File: config.mk
export PLATFORM = sky130hd
export DESIGN_NAME = bounded_bakery_ticket_arbiter
export DESIGN_NICKNAME = d
export VERILOG_FILES = /design/src/rtl/core/bbta_pkg.sv /design/src/rtl/core/bbta_store.sv /design/src/rtl/core/bbta_scan.sv /design/src/rtl/core/bounded_bakery_ticket_arbiter.sv
export VERILOG_INCLUDE_DIRS = /design/src /design/src/rtl/core
export SDC_FILE = /design/constraint.sdc
export NUM_CORES = 1
export LEC_CHECK = 0
export ABC_AREA = 1
export CAP_MARGIN = 25
export CORE_ASPECT_RATIO = 1.4
export CORE_UTILIZATION = 47
export DETAILED_ROUTE_END_ITERATION = 6
export DONT_BUFFER_PORTS = 1
export SETUP_SLACK_MARGIN = 0.2
export SYNTH_ARGS = -nofsm -noshare
export SYNTH_HDL_FRONTEND = slang
export SYNTH_SLANG_ARGS = --single-unit
File: constraint.sdc
create_clock -name clk -period 9.8 [get_ports clk]
set_input_delay 1.96 -clock clk [delete_from_list [all_inputs] [get_ports clk]]
set_output_delay 1.96 -clock clk [all_outputs]
set_load 0.01 [all_outputs]
File: src/rtl/core/assert_macros.svh
// Assertion helpers shared by the RTL. Clocked on clk, quiet during reset.
`ifndef ASSERT_MACROS_SVH
`define ASSERT_MACROS_SVH

// Property must hold at every rising edge outside reset.
`define ASSERT_CLK(label, prop, msg) \
	label: assert property (@(posedge clk) disable iff (!arst_n) (prop)) else $error(msg);

// Expression must never be true at a rising edge outside reset.
`define ASSERT_NEVER(label, expr, msg) \
	label: assert property (@(posedge clk) disable iff (!arst_n) !(expr)) else $error(msg);

`endif

File: src/rtl/core/bbta_pkg.sv
`timescale 1ns / 1ps
`default_nettype none

package bbta_pkg;

	localparam int ID_W           = 6;
	localparam int TKT_W          = 4;
	localparam int STATUS_W       = 2;
	localparam int REQUESTERS_DEF = 64;

	localparam logic [TKT_W-1:0] LIMIT_RESET = 4'd10;

	localparam logic OP_REQUEST = 1'b0;
	localparam logic OP_RELEASE = 1'b1;

	localparam logic [STATUS_W-1:0] ST_ISSUED   = 2'd0;
	localparam logic [STATUS_W-1:0] ST_REFUSED  = 2'd1;
	localparam logic [STATUS_W-1:0] ST_RELEASED = 2'd2;

	typedef enum logic [1:0] {
		S_IDLE,
		S_SCAN,
		S_DRAIN,
		S_FIN
	} seq_state_t;

	// Scan unit control
	typedef struct packed {
		logic clear;
		logic sample;
	} scan_ctl_t;

	// Ticket store write control
	typedef struct packed {
		logic set;
		logic clr;
	} wr_ctl_t;

endpackage

`default_nettype wire

File: src/rtl/core/bbta_store.sv
`timescale 1ns / 1ps
`default_nettype none
`include "assert_macros.svh"

module bbta_store #(
	parameter int REQUESTERS = bbta_pkg::REQUESTERS_DEF,
	localparam int IDX_W = $clog2(REQUESTERS)
) (
	input  wire logic                       clk,
	input  wire logic                       arst_n,
	input  wire logic                       rd_en,
	input  wire logic [IDX_W-1:0]           rd_addr,
	output logic [bbta_pkg::TKT_W-1:0]      rd_tkt,
	input  wire bbta_pkg::wr_ctl_t          wr,
	input  wire logic [IDX_W-1:0]           wr_addr,
	input  wire logic [bbta_pkg::TKT_W-1:0] wr_data
);
	import bbta_pkg::*;

	logic [TKT_W-1:0]      mem [REQUESTERS];
	logic [REQUESTERS-1:0] vld_q;
	logic [TKT_W-1:0]      rdata_q;
	logic                  rvld_q;

	always_ff @(posedge clk) begin
		if (wr.set) begin
			mem[wr_addr] <= wr_data;
		end
		if (rd_en) begin
			rdata_q <= mem[rd_addr];
		end
	end

	// entry valid bits: an entry never written or released reads as no ticket
	always_ff @(posedge clk or negedge arst_n) begin
		if (!arst_n) begin
			vld_q  <= '0;
			rvld_q <= 1'b0;
		end else begin
			if (wr.set) begin
				vld_q[wr_addr] <= 1'b1;
			end else if (wr.clr) begin
				vld_q[wr_addr] <= 1'b0;
			end
			if (rd_en) begin
				rvld_q <= vld_q[rd_addr];
			end
		end
	end

	assign rd_tkt = rvld_q ? rdata_q : '0;

	`ASSERT_NEVER(a_wr_set_clr, wr.set && wr.clr, "store set and clear in same cycle")
	`ASSERT_NEVER(a_wr_during_rd, (wr.set || wr.clr) && rd_en, "store write during scan read")
	`ASSERT_CLK(a_set_nonzero, wr.set |-> (wr_data != '0), "store written with zero ticket")

endmodule

`default_nettype wire

File: src/rtl/core/bbta_scan.sv
`timescale 1ns / 1ps
`default_nettype none
`include "assert_macros.svh"

module bbta_scan #(
	parameter int REQUESTERS = bbta_pkg::REQUESTERS_DEF,
	localparam int IDX_W = $clog2(REQUESTERS)
) (
	input  wire logic                       clk,
	input  wire logic                       arst_n,
	input  wire bbta_pkg::scan_ctl_t        ctl,
	input  wire logic [IDX_W-1:0]           idx,
	input  wire logic [bbta_pkg::TKT_W-1:0] tkt,
	input  wire logic [IDX_W-1:0]           own_idx,
	input  wire logic                       own_en,
	output logic [bbta_pkg::TKT_W-1:0]      max_tkt,
	output logic [bbta_pkg::TKT_W-1:0]      own_tkt,
	output logic [bbta_pkg::TKT_W-1:0]      best_tkt,
	output logic [IDX_W-1:0]                best_idx,
	output logic                            found
);
	import bbta_pkg::*;

	logic [TKT_W-1:0] max_q;
	logic [TKT_W-1:0] own_q;
	logic [TKT_W-1:0] best_q;
	logic [IDX_W-1:0] best_idx_q;
	logic             found_q;
	logic             is_own;
	logic             take_best;

	// the requester's own entry is kept apart from the holder search; it is
	// merged back once its new value is known
	assign is_own    = own_en && (idx == own_idx);
	assign take_best = (tkt != '0) && !is_own && (!found_q || (tkt < best_q));

	always_ff @(posedge clk or negedge arst_n) begin
		if (!arst_n) begin
			max_q      <= '0;
			own_q      <= '0;
			best_q     <= '0;
			best_idx_q <= '0;
			found_q    <= 1'b0;
		end else if (ctl.clear) begin
			max_q   <= '0;
			own_q   <= '0;
			found_q <= 1'b0;
		end else if (ctl.sample) begin
			if (tkt > max_q) begin
				max_q <= tkt;
			end
			if (is_own) begin
				own_q <= tkt;
			end
			if (take_best) begin
				best_q     <= tkt;
				best_idx_q <= idx;
				found_q    <= 1'b1;
			end
		end
	end

	assign max_tkt  = max_q;
	assign own_tkt  = own_q;
	assign best_tkt = best_q;
	assign best_idx = best_idx_q;
	assign found    = found_q;

	`ASSERT_CLK(a_best_nonzero, found_q |-> (best_q != '0), "holder found with zero ticket")
	`ASSERT_CLK(a_best_le_max, found_q |-> (best_q <= max_q), "holder ticket above maximum")
	`ASSERT_CLK(a_own_le_max, own_q <= max_q, "own ticket above maximum")

endmodule

`default_nettype wire

File: src/rtl/core/bounded_bakery_ticket_arbiter.sv
// Bounded bakery ticket arbiter: one ticket per requester, zero means none.
// Input channel (in_valid/in_ready): opcode 0 asks for a ticket, 1 releases
// it, for requester_id. A request gets the largest ticket in the table plus
// one if that does not exceed ticket_limit, otherwise it is refused.
// Output channel (out_valid/out_ready): status, the requester's ticket after
// the item, and the current holder (smallest nonzero ticket, lower index wins).
// Config channel (cfg_valid/cfg_ready/cfg_data): writes ticket_limit, always
// ready; write it only while no item is in flight.
// Sequence: each item makes one scan of the ticket memory through its one
// read port and one compare unit, then the last registered read drains, then
// the write-back step runs. Only after that does the sequencer return to
// idle, so a new item is not taken before the last one is written back.
// in_ready is high only while the sequencer is idle; the next item may be
// accepted while a result still waits in the output register.
// If the receiver stalls, the finished item holds in the write-back step
// until the output register frees up; nothing is dropped.
// Reset: all tickets cleared (valid bits), ticket_limit returns to 10,
// output register empty. No clearing pass is needed after reset.
`timescale 1ns / 1ps
`default_nettype none
`include "assert_macros.svh"

module bounded_bakery_ticket_arbiter #(
	parameter int REQUESTERS = bbta_pkg::REQUESTERS_DEF
) (
	input  wire logic                          clk,
	input  wire logic                          arst_n,
	// config
	input  wire logic                          cfg_valid,
	output logic                               cfg_ready,
	input  wire logic [bbta_pkg::TKT_W-1:0]    cfg_data,
	// input items
	input  wire logic                          in_valid,
	output logic                               in_ready,
	input  wire logic                          opcode,
	input  wire logic [bbta_pkg::ID_W-1:0]     requester_id,
	// result items
	output logic                               out_valid,
	input  wire logic                          out_ready,
	output logic [bbta_pkg::STATUS_W-1:0]      status,
	output logic [bbta_pkg::TKT_W-1:0]         issued_ticket,
	output logic                               holder_valid,
	output logic [bbta_pkg::ID_W-1:0]          holder_id
);
	import bbta_pkg::*;

	localparam int IDX_W = $clog2(REQUESTERS);
	localparam logic [IDX_W-1:0] LAST_IDX = IDX_W'(REQUESTERS - 1);

	seq_state_t state_q, state_d;

	logic [TKT_W-1:0] limit_q;
	logic             op_q;
	logic [ID_W-1:0]  id_q;
	logic [IDX_W-1:0] id_idx_q;
	logic             in_range_q;
	logic [IDX_W-1:0] addr_q;

	// read pipeline: sample flag and index follow the registered memory read
	logic             sample_s1;
	logic [IDX_W-1:0] idx_s1;

	logic             accept;
	logic             out_free;
	logic             finish;
	logic             rd_en;
	scan_ctl_t        scan_ctl;
	wr_ctl_t          wr_ctl;

	logic [TKT_W-1:0] rd_tkt;
	logic [TKT_W-1:0] max_tkt;
	logic [TKT_W-1:0] own_tkt;
	logic [TKT_W-1:0] best_tkt;
	logic [IDX_W-1:0] best_idx;
	logic             found;

	logic [TKT_W:0]      next_tkt;
	logic                grant;
	logic [TKT_W-1:0]    new_tkt;
	logic                own_wins;
	logic [STATUS_W-1:0] res_status;
	logic [TKT_W-1:0]    res_ticket;
	logic                res_hvalid;
	logic [ID_W-1:0]     res_hid;

	logic [STATUS_W-1:0] status_q;
	logic [TKT_W-1:0]    ticket_q;
	logic                hvalid_q;
	logic [ID_W-1:0]     hid_q;
	logic                out_valid_q;

	assign accept   = in_valid && in_ready;
	assign out_free = !out_valid_q || out_ready;
	assign finish   = (state_q == S_FIN) && out_free;

	// ---------------- config ----------------
	assign cfg_ready = 1'b1;

	always_ff @(posedge clk or negedge arst_n) begin
		if (!arst_n) begin
			limit_q <= LIMIT_RESET;
		end else if (cfg_valid) begin
			limit_q <= cfg_data;
		end
	end

	// ---------------- sequencer ----------------
	always_comb begin
		state_d = state_q;
		unique case (state_q)
			S_IDLE: begin
				if (in_valid) state_d = S_SCAN;
			end
			S_SCAN: begin
				if (addr_q == LAST_IDX) state_d = S_DRAIN;
			end
			S_DRAIN: begin
				state_d = S_FIN;
			end
			S_FIN: begin
				if (out_free) state_d = S_IDLE;
			end
			default: state_d = S_IDLE;
		endcase
	end

	always_comb begin
		in_ready        = 1'b0;
		rd_en           = 1'b0;
		scan_ctl.clear  = 1'b0;
		scan_ctl.sample = sample_s1;
		unique case (state_q)
			S_IDLE: begin
				in_ready       = 1'b1;
				scan_ctl.clear = in_valid;
			end
			S_SCAN: begin
				rd_en = 1'b1;
			end
			S_DRAIN, S_FIN: begin
			end
			default: begin
			end
		endcase
	end

	always_ff @(posedge clk or negedge arst_n) begin
		if (!arst_n) begin
			state_q   <= S_IDLE;
			addr_q    <= '0;
			sample_s1 <= 1'b0;
		end else begin
			state_q   <= state_d;
			sample_s1 <= rd_en;
			if (accept) begin
				addr_q <= '0;
			end else if (rd_en && (addr_q != LAST_IDX)) begin
				addr_q <= addr_q + 1'b1;
			end
		end
	end

	always_ff @(posedge clk) begin
		idx_s1 <= addr_q;
		if (accept) begin
			op_q       <= opcode;
			id_q       <= requester_id;
			id_idx_q   <= IDX_W'(requester_id);
			in_range_q <= (32'(requester_id) < REQUESTERS);
		end
	end

	// ---------------- datapath ----------------
	bbta_store #(
		.REQUESTERS (REQUESTERS)
	) u_store (
		.clk     (clk),
		.arst_n  (arst_n),
		.rd_en   (rd_en),
		.rd_addr (addr_q),
		.rd_tkt  (rd_tkt),
		.wr      (wr_ctl),
		.wr_addr (id_idx_q),
		.wr_data (new_tkt)
	);

	bbta_scan #(
		.REQUESTERS (REQUESTERS)
	) u_scan (
		.clk      (clk),
		.arst_n   (arst_n),
		.ctl      (scan_ctl),
		.idx      (idx_s1),
		.tkt      (rd_tkt),
		.own_idx  (id_idx_q),
		.own_en   (in_range_q),
		.max_tkt  (max_tkt),
		.own_tkt  (own_tkt),
		.best_tkt (best_tkt),
		.best_idx (best_idx),
		.found    (found)
	);

	// Decide the item from the scan totals. A full table (max 15) gives
	// 16 here, which no 4-bit limit admits.
	assign next_tkt = {1'b0, max_tkt} + 1'b1;
	assign grant    = (op_q == OP_REQUEST) && in_range_q && (next_tkt <= {1'b0, limit_q});

	always_comb begin
		if (op_q == OP_RELEASE) begin
			new_tkt = '0;
		end else if (grant) begin
			new_tkt = next_tkt[TKT_W-1:0];
		end else begin
			new_tkt = own_tkt;
		end
	end

	// merge the requester's updated entry into the holder search
	assign own_wins = in_range_q && (new_tkt != '0) &&
		(!found || (new_tkt < best_tkt) || ((new_tkt == best_tkt) && (id_idx_q < best_idx)));

	always_comb begin
		if (op_q == OP_RELEASE) begin
			res_status = ST_RELEASED;
		end else if (grant) begin
			res_status = ST_ISSUED;
		end else begin
			res_status = ST_REFUSED;
		end
		res_ticket = ((op_q == OP_REQUEST) && in_range_q) ? new_tkt : '0;
		res_hvalid = found || own_wins;
		if (own_wins) begin
			res_hid = id_q;
		end else if (found) begin
			res_hid = ID_W'(best_idx);
		end else begin
			res_hid = '0;
		end
	end

	assign wr_ctl.set = finish && grant;
	assign wr_ctl.clr = finish && (op_q == OP_RELEASE) && in_range_q;

	// ---------------- output register ----------------
	always_ff @(posedge clk or negedge arst_n) begin
		if (!arst_n) begin
			out_valid_q <= 1'b0;
		end else if (finish) begin
			out_valid_q <= 1'b1;
		end else if (out_ready) begin
			out_valid_q <= 1'b0;
		end
	end

	always_ff @(posedge clk) begin
		if (finish) begin
			status_q <= res_status;
			ticket_q <= res_ticket;
			hvalid_q <= res_hvalid;
			hid_q    <= res_hid;
		end
	end

	assign out_valid     = out_valid_q;
	assign status        = status_q;
	assign issued_ticket = ticket_q;
	assign holder_valid  = hvalid_q;
	assign holder_id     = hid_q;

	`ASSERT_CLK(a_out_from_fin, $rose(out_valid_q) |-> $past(state_q == S_FIN), "result without write-back")
	`ASSERT_CLK(a_no_holder_id, (out_valid_q && !hvalid_q) |-> (hid_q == '0), "holder id without holder")
	`ASSERT_CLK(a_issued_bounds, (out_valid_q && (status_q == ST_ISSUED)) |-> ((ticket_q != '0) && (ticket_q <= limit_q)), "issued ticket out of bounds")
	`ASSERT_CLK(a_issued_holder, (out_valid_q && (status_q == ST_ISSUED)) |-> hvalid_q, "ticket issued but no holder")

endmodule

`default_nettype wire

## Yosys cells after proc, flatten, opt, wreduce, memory -nomap -nowiden

Memory sizes are Yosys's and may differ from the RTL's. A register that Yosys moved wholly into a read port is not among the register bits.
Cells that the tools add are included.

- Add/sub/neg operators: 2
- Multipliers: 0
- Div/mod/pow operators: 0
- Order comparisons: 8
- Equality and inequality tests: 10
- Shift-type cells: 0
- Muxes and demuxes: 34
- Bitwise gates (word level): 5
- Reduce and logical (&&, ||, !) cells: 34

Operators with widths:

| cell | number |
|---|---|
| $mux 64 | 2 |
| $and 64x64->64 | 1 |
| $not 64->64 | 1 |
| $or 64x64->64 | 1 |
| $mux 4 | 9 |
| $mux 6 | 4 |
| $lt 6x7->1 const B | 2 |
| $reduce_bool 2->1 | 7 |
| $mux 1 | 13 |
| $logic_and 1x1->1 | 11 |
| $lt 4x4->1 | 2 |
| $pmux 2 s4 | 1 |
| $reduce_bool 4->1 | 2 |
| $add 6x1->6 const B | 1 |
| $bmux 1 s6 | 1 |
| $demux 1 s6 | 1 |
| $eq 6x6->1 | 1 |
| $eq 6x6->1 const B | 1 |
| $ge 6x1->1 const B | 1 |
| $lt 6x6->1 | 1 |
| $mux 2 | 3 |
| $ne 2x2->1 const B | 3 |
| $ne 6x6->1 const B | 1 |
| $reduce_and 2->1 | 3 |
| other kinds (11) | 20 |

- Flip-flop bits (word level): 124
- Latch bits: 0
- Memory bits (writable): 256
- Bits in read-only memories: 0
- Bits of input ports: 16
- Output and inout port bits: 16
- Memories kept: 1

Memory list:

| name | depth | bits a word | rd ports | clocked after memory_dff | wr ports | line | text |
|---|---|---|---|---|---|---|---|
| u_store.mem | 64 | 4 | 1 | 1 | 1 | bbta_store.sv:20 | `logic [TKT_W-1:0] mem [REQUESTERS];` |

## Depth between registers and ports, before layout

- Depth in word-level cells: 10
- Gate-level depth with buffers: 19
- Depth with buffers taken out: 19

## By module

Synthesis repeated with hierarchy kept, for this count alone.

- Cell total of the unflattened synthesis: 1765
- Area total of the unflattened synthesis: 17488.0 um^2

By module, submodules not included:

| module | times used | cells an instance | area an instance (um^2) | seq. area each (um^2) |
|---|---|---|---|---|
| bbta_store | 1 | 1378 | 14163.6 | 9434.0 |
| bounded_bakery_ticket_arbiter | 1 | 216 | 2125.8 | 1073.5 |
| bbta_scan | 1 | 171 | 1198.6 | 475.5 |

## Worst setup path before layout

No wires, ideal clock.

- Path type: input-to-reg
- Start point: input out_ready
- End point: memory u_store.mem[27][0], enable pin
- Library setup time: 0.329 ns
- Arrival time: 3.619 ns
- Path slack: 5.852 ns
- Cell stages on the path: 7
- Path through: inv_1 > a21oi_1 > nand3_1 > buf_2 > buf_6 > buf_6 > nor2_1

- Word-level cells in the longest chain between the ends: 5

Ends and longest elaborated chain:

| what | line | text |
|---|---|---|
| start, declared | bounded_bakery_ticket_arbiter.sv:39 | `input wire logic out_ready,` |
| $logic_or 1x1->1 | bounded_bakery_ticket_arbiter.sv:93 | `assign out_free = !out_valid_q \|\| out_ready;` |
| $logic_and 1x1->1 | bounded_bakery_ticket_arbiter.sv:94 | `assign finish = (state_q == S_FIN) && out_free;` |
| named net finish | bounded_bakery_ticket_arbiter.sv:65 | `logic finish;` |
| $logic_and 1x1->1 | bounded_bakery_ticket_arbiter.sv:242 | `assign wr_ctl.set = finish && grant;` |
| $mux 1 | bbta_store.sv:26 | `if (wr.set) begin` |
| $mux 1 (not written as such) | bbta_store.sv:27 | `mem[wr_addr] <= wr_data;` |
| end, declared | bbta_store.sv:20 |  |

The timed path passes the listed nets, and every way through them passes these cells.

## Worst setup path after layout

- Start point: input out_ready
- End point: memory u_store.mem[33][3], enable pin

Same word-level chain as after synthesis.

==> reports/results.ini <==
[layout]
final_cells = 2159
drive_above_1_share_pct = 6.011
final_core_util_pct = 51.98
final_area_sq_um = 18720
areaGrowthSynthToFinish_pct = 8.540
diodes = 0
final_nets = 1711

[clock_network]
clockBufferDepth = 3
cts.htree.levels = 2
clock_sinks = 384
clk_pin_slew_ns = 0.06
cts_tree = yes
post_cts_buffers = 0
clk_latency_ns = 0.55
clockRootBuffer = clkbuf_16
cts_resized = 0
cts_buffers = 39
cts_hold_buf = 0

[routing]
drt_iter0_drc = 961
drt_wl_total_mm = 43.07
drc = 0
viasPerCell = 5.532
num_vias = 11940
final_antenna_net_count = 0
wl_per_cell_um = 19.95
first_pass_iters = 5

[placement]
portBuffers = 0
hpwl_mm = 26.45
dp_worst_setup_slack_ns = 5.508
gp_congestion = 0.8683
placed_area_sq_um = 17480
dp_cells = 2090

[timing]
setup-violations-final = 0
finalCritPeriodShare_pct = 38.01
finalWorstSetupSlack_ns = 6.075
slew_headroom_pct = 33.55
whs_ns = 0.4508
finalHoldViolCount = 0
final.setup.tns_ns = 0
max_freq_mhz = 268.5
worst_pin_slew_ns = 0.9967
slew_violations = 0
fin_skew_ns = 0.02277
rsz0062_at_grt = false
post-route-min-period_ns = 3.725

[worst_setup_path]
end_kind = flop
critPathRequiredTime_ns = 10.01
crit_top_cell = buf_4
worstSetupStartpoint = out_ready
max_stage_delay_ns = 0.58
crit_fanout = 73
rr_startpoint = u_scan.max_tkt[0]$_DFFE_PN0P_
worstPathArrival_ns = 3.93
crit_chain = inv_1 -> a21oi_2 -> buf_4 -> nand3_4 -> buf_4 -> nor2_1
cpMaxStageDelayCell = buf_4
worstSetupPathType = primary input to flop
start_kind = primary input

[min_path]
hold_start = op_q$_DFFE_PP_
hp-class = flop to flop

[grt]
antenna_found_initial = 0
overflow = 0
gr-usage-all-layers_pct = 23.84
grt_start_max_net_pins = 99
grt_pass1_vias = 11890
grt_pass1_wl_mm = 66.67

[synth]
syn_area_sq_um = 17250
synth_fa_ha_area_share_pct = 1.886
synth.area.mux_share_pct = 0.06530
syn_inst = 1705
syn-num-nets = 1747
synthArstFlopShare_pct = 25.52
synth_edf_count = 280
syn_avg_cell_area_sq_um = 10.11
ys_seq_elements = 384
synth_top_family_by_area = simple AND/OR/NAND/NOR gates
synth-seq-area-share_pct = 63.69
synth_cell_types = 47
synth_compound_area_share_pct = 12.38
yosys.area_share.simple_pct = 15.44
synthFlopType = edfxtp_1
synthXorXnorAreaFrac_pct = 0.3047
ys.warnings.count = 0

[power_and_ir_drop]
power.internal_mw = 3.511
powerDensity_nw_per_um2 = 305.9
peakVddDrop_mv = 0.3523
leakage_nw = 6.851
p_clk_share_pct = 25.5
p_sw_mw = 2.215
p_comb_share_pct = 34.4
seq_power_share_pct = 40.1
power.total_mw = 5.726
swShare_pct = 38.68

[floorplan]
std_cell_rows = 82
core_area_sq_um = 36010
die_y_um = 228.6
die-area_sq_um = 37470
start_util_pct = 47.89
die_w_um = 163.9
pin_count = 32

[job]
maxCapViolCount = 0

[status]
status = finished clean

-- cell families (layout without fill, tap and decap cells) --
| group | Yosys count | after routing |
|---|---|---|
| compound gates | 395 | 395 |
| xor+xnor | 6 | 6 |
| fa+ha+maj | 26 | 26 |
| mux | 1 | 1 |
| flops | 384 | 384 |
| other cells | 1 | 1 |
| buf+inv | 243 | 235 |
| simple gates | 649 | 649 |
-- Yosys cell counts (2+ instances only) --
master / count / area, sq um
nand2_1: 189 / 709.4
inv_2: 4 / 15.01
ha_1: 26 / 325.3
buf_6: 6 / 67.56
a21boi_0: 2 / 15.01
nand2_2: 3 / 18.77
dfstp_2: 2 / 52.55
or2_2: 2 / 12.51
a21oi_1: 23 / 115.1
nand2_4: 3 / 33.78
nand4_1: 11 / 68.82
clkinv_1: 3 / 11.26
buf_2: 41 / 205.2
clkbuf_2: 5 / 25.02
nand4_2: 2 / 25.02
xor2_1: 4 / 35.03
inv_1: 143 / 536.8
buf_4: 14 / 105.1
nor2_1: 341 / 1280
o21ai_1: 6 / 30.03
o22ai_1: 29 / 181.4
nand3_1: 75 / 375.4
buf_1: 3 / 11.26
edfxtp_1: 280 / 8408
o21ai_2: 4 / 35.03
dfxtp_1: 6 / 120.1
o221ai_1: 3 / 26.28
dfrtp_1: 96 / 2402
clkbuf_1: 22 / 82.58
xnor2_1: 2 / 17.52
o211ai_1: 32 / 240.2
o21ai_0: 292 / 1461
nor3_1: 17 / 85.08
-- worst max-delay path: cells and delay by family --
kind | cells | cell delay, ns
AND/OR/NAND/NOR | 2 | 0.89
AO/OA/AOI/OAI | 1 | 0.12
buffers and inverters | 3 | 0.88
-- placed cells by master, fill, tap and decap left out, types with 7 or more instances in the layout --
cell type  instances
nor2_1           340
o21ai_0          292
edfxtp_1         280
nand2_1          186
inv_1            143
dfrtp_1           94
nand3_1           74
clkbuf_16         41
o211ai_1          32
o22ai_1           29
ha_1              26
a21oi_1           22
nor3_1            17
buf_4             13
nand4_1           11
clkbuf_1          11
clkinv_1           7
clkinv_2           7
-- path summary, 6_finish.rpt --
check / slack [ns] / depth (start not counted) / endpoint
min: 0.45 / 0 / status[1]$_SDFFCE_PP1P_
max: 6.08 / 6 / u_store.mem[33][3]$_DFFE_PP_
min reg2reg: 0.45 / 0 / status[1]$_SDFFCE_PP1P_
min in group asynchronous: 1.11 / 0 / u_scan.best_idx[0]$_DFFE_PN0P_
max in group asynchronous: 8.41 / 0 / limit_q[3]$_DFFE_PN1P_
max reg2reg: 6.19 / 10 / u_store.mem[33][3]$_DFFE_PP_
-- layout make-up --
| cell class | instances | area (sq um) |
|---|---|---|
| clock buffers | 53 | 1081 |
| well taps | 462 | 578.1 |
| fillers | 3197 | 17290 |
| inverters | 152 | 574.3 |
| repair buffers | 14 | 117.6 |
| flip-flops and latches | 384 | 10990 |
| multi-input cells | 1078 | 5218 |
| clock inverters | 16 | 158.9 |
-- power by group through the flow --
stage,Sequential [mW],Clock (mW),Combinational [mW]
global placement,2.33,0,1.94
detailed placement,2.33,0,1.97
global route,2.32,1.54,2.20
finish,2.30,1.46,1.97
CTS,2.30,1.49,1.98
floorplan,2.24,0,1.43
-- layer usage --
metal / global-route usage [%] / routed length [um] / share of wire, %
met3: 3.557 / 2396 / 5.6
met1: 29.11 / 17070 / 40
met4: 12.01 / 2105 / 4.9
met5: 0 / 0 / 0
met2: 40.68 / 21490 / 50
Note: power is estimated with default switching activity, not from simulation.
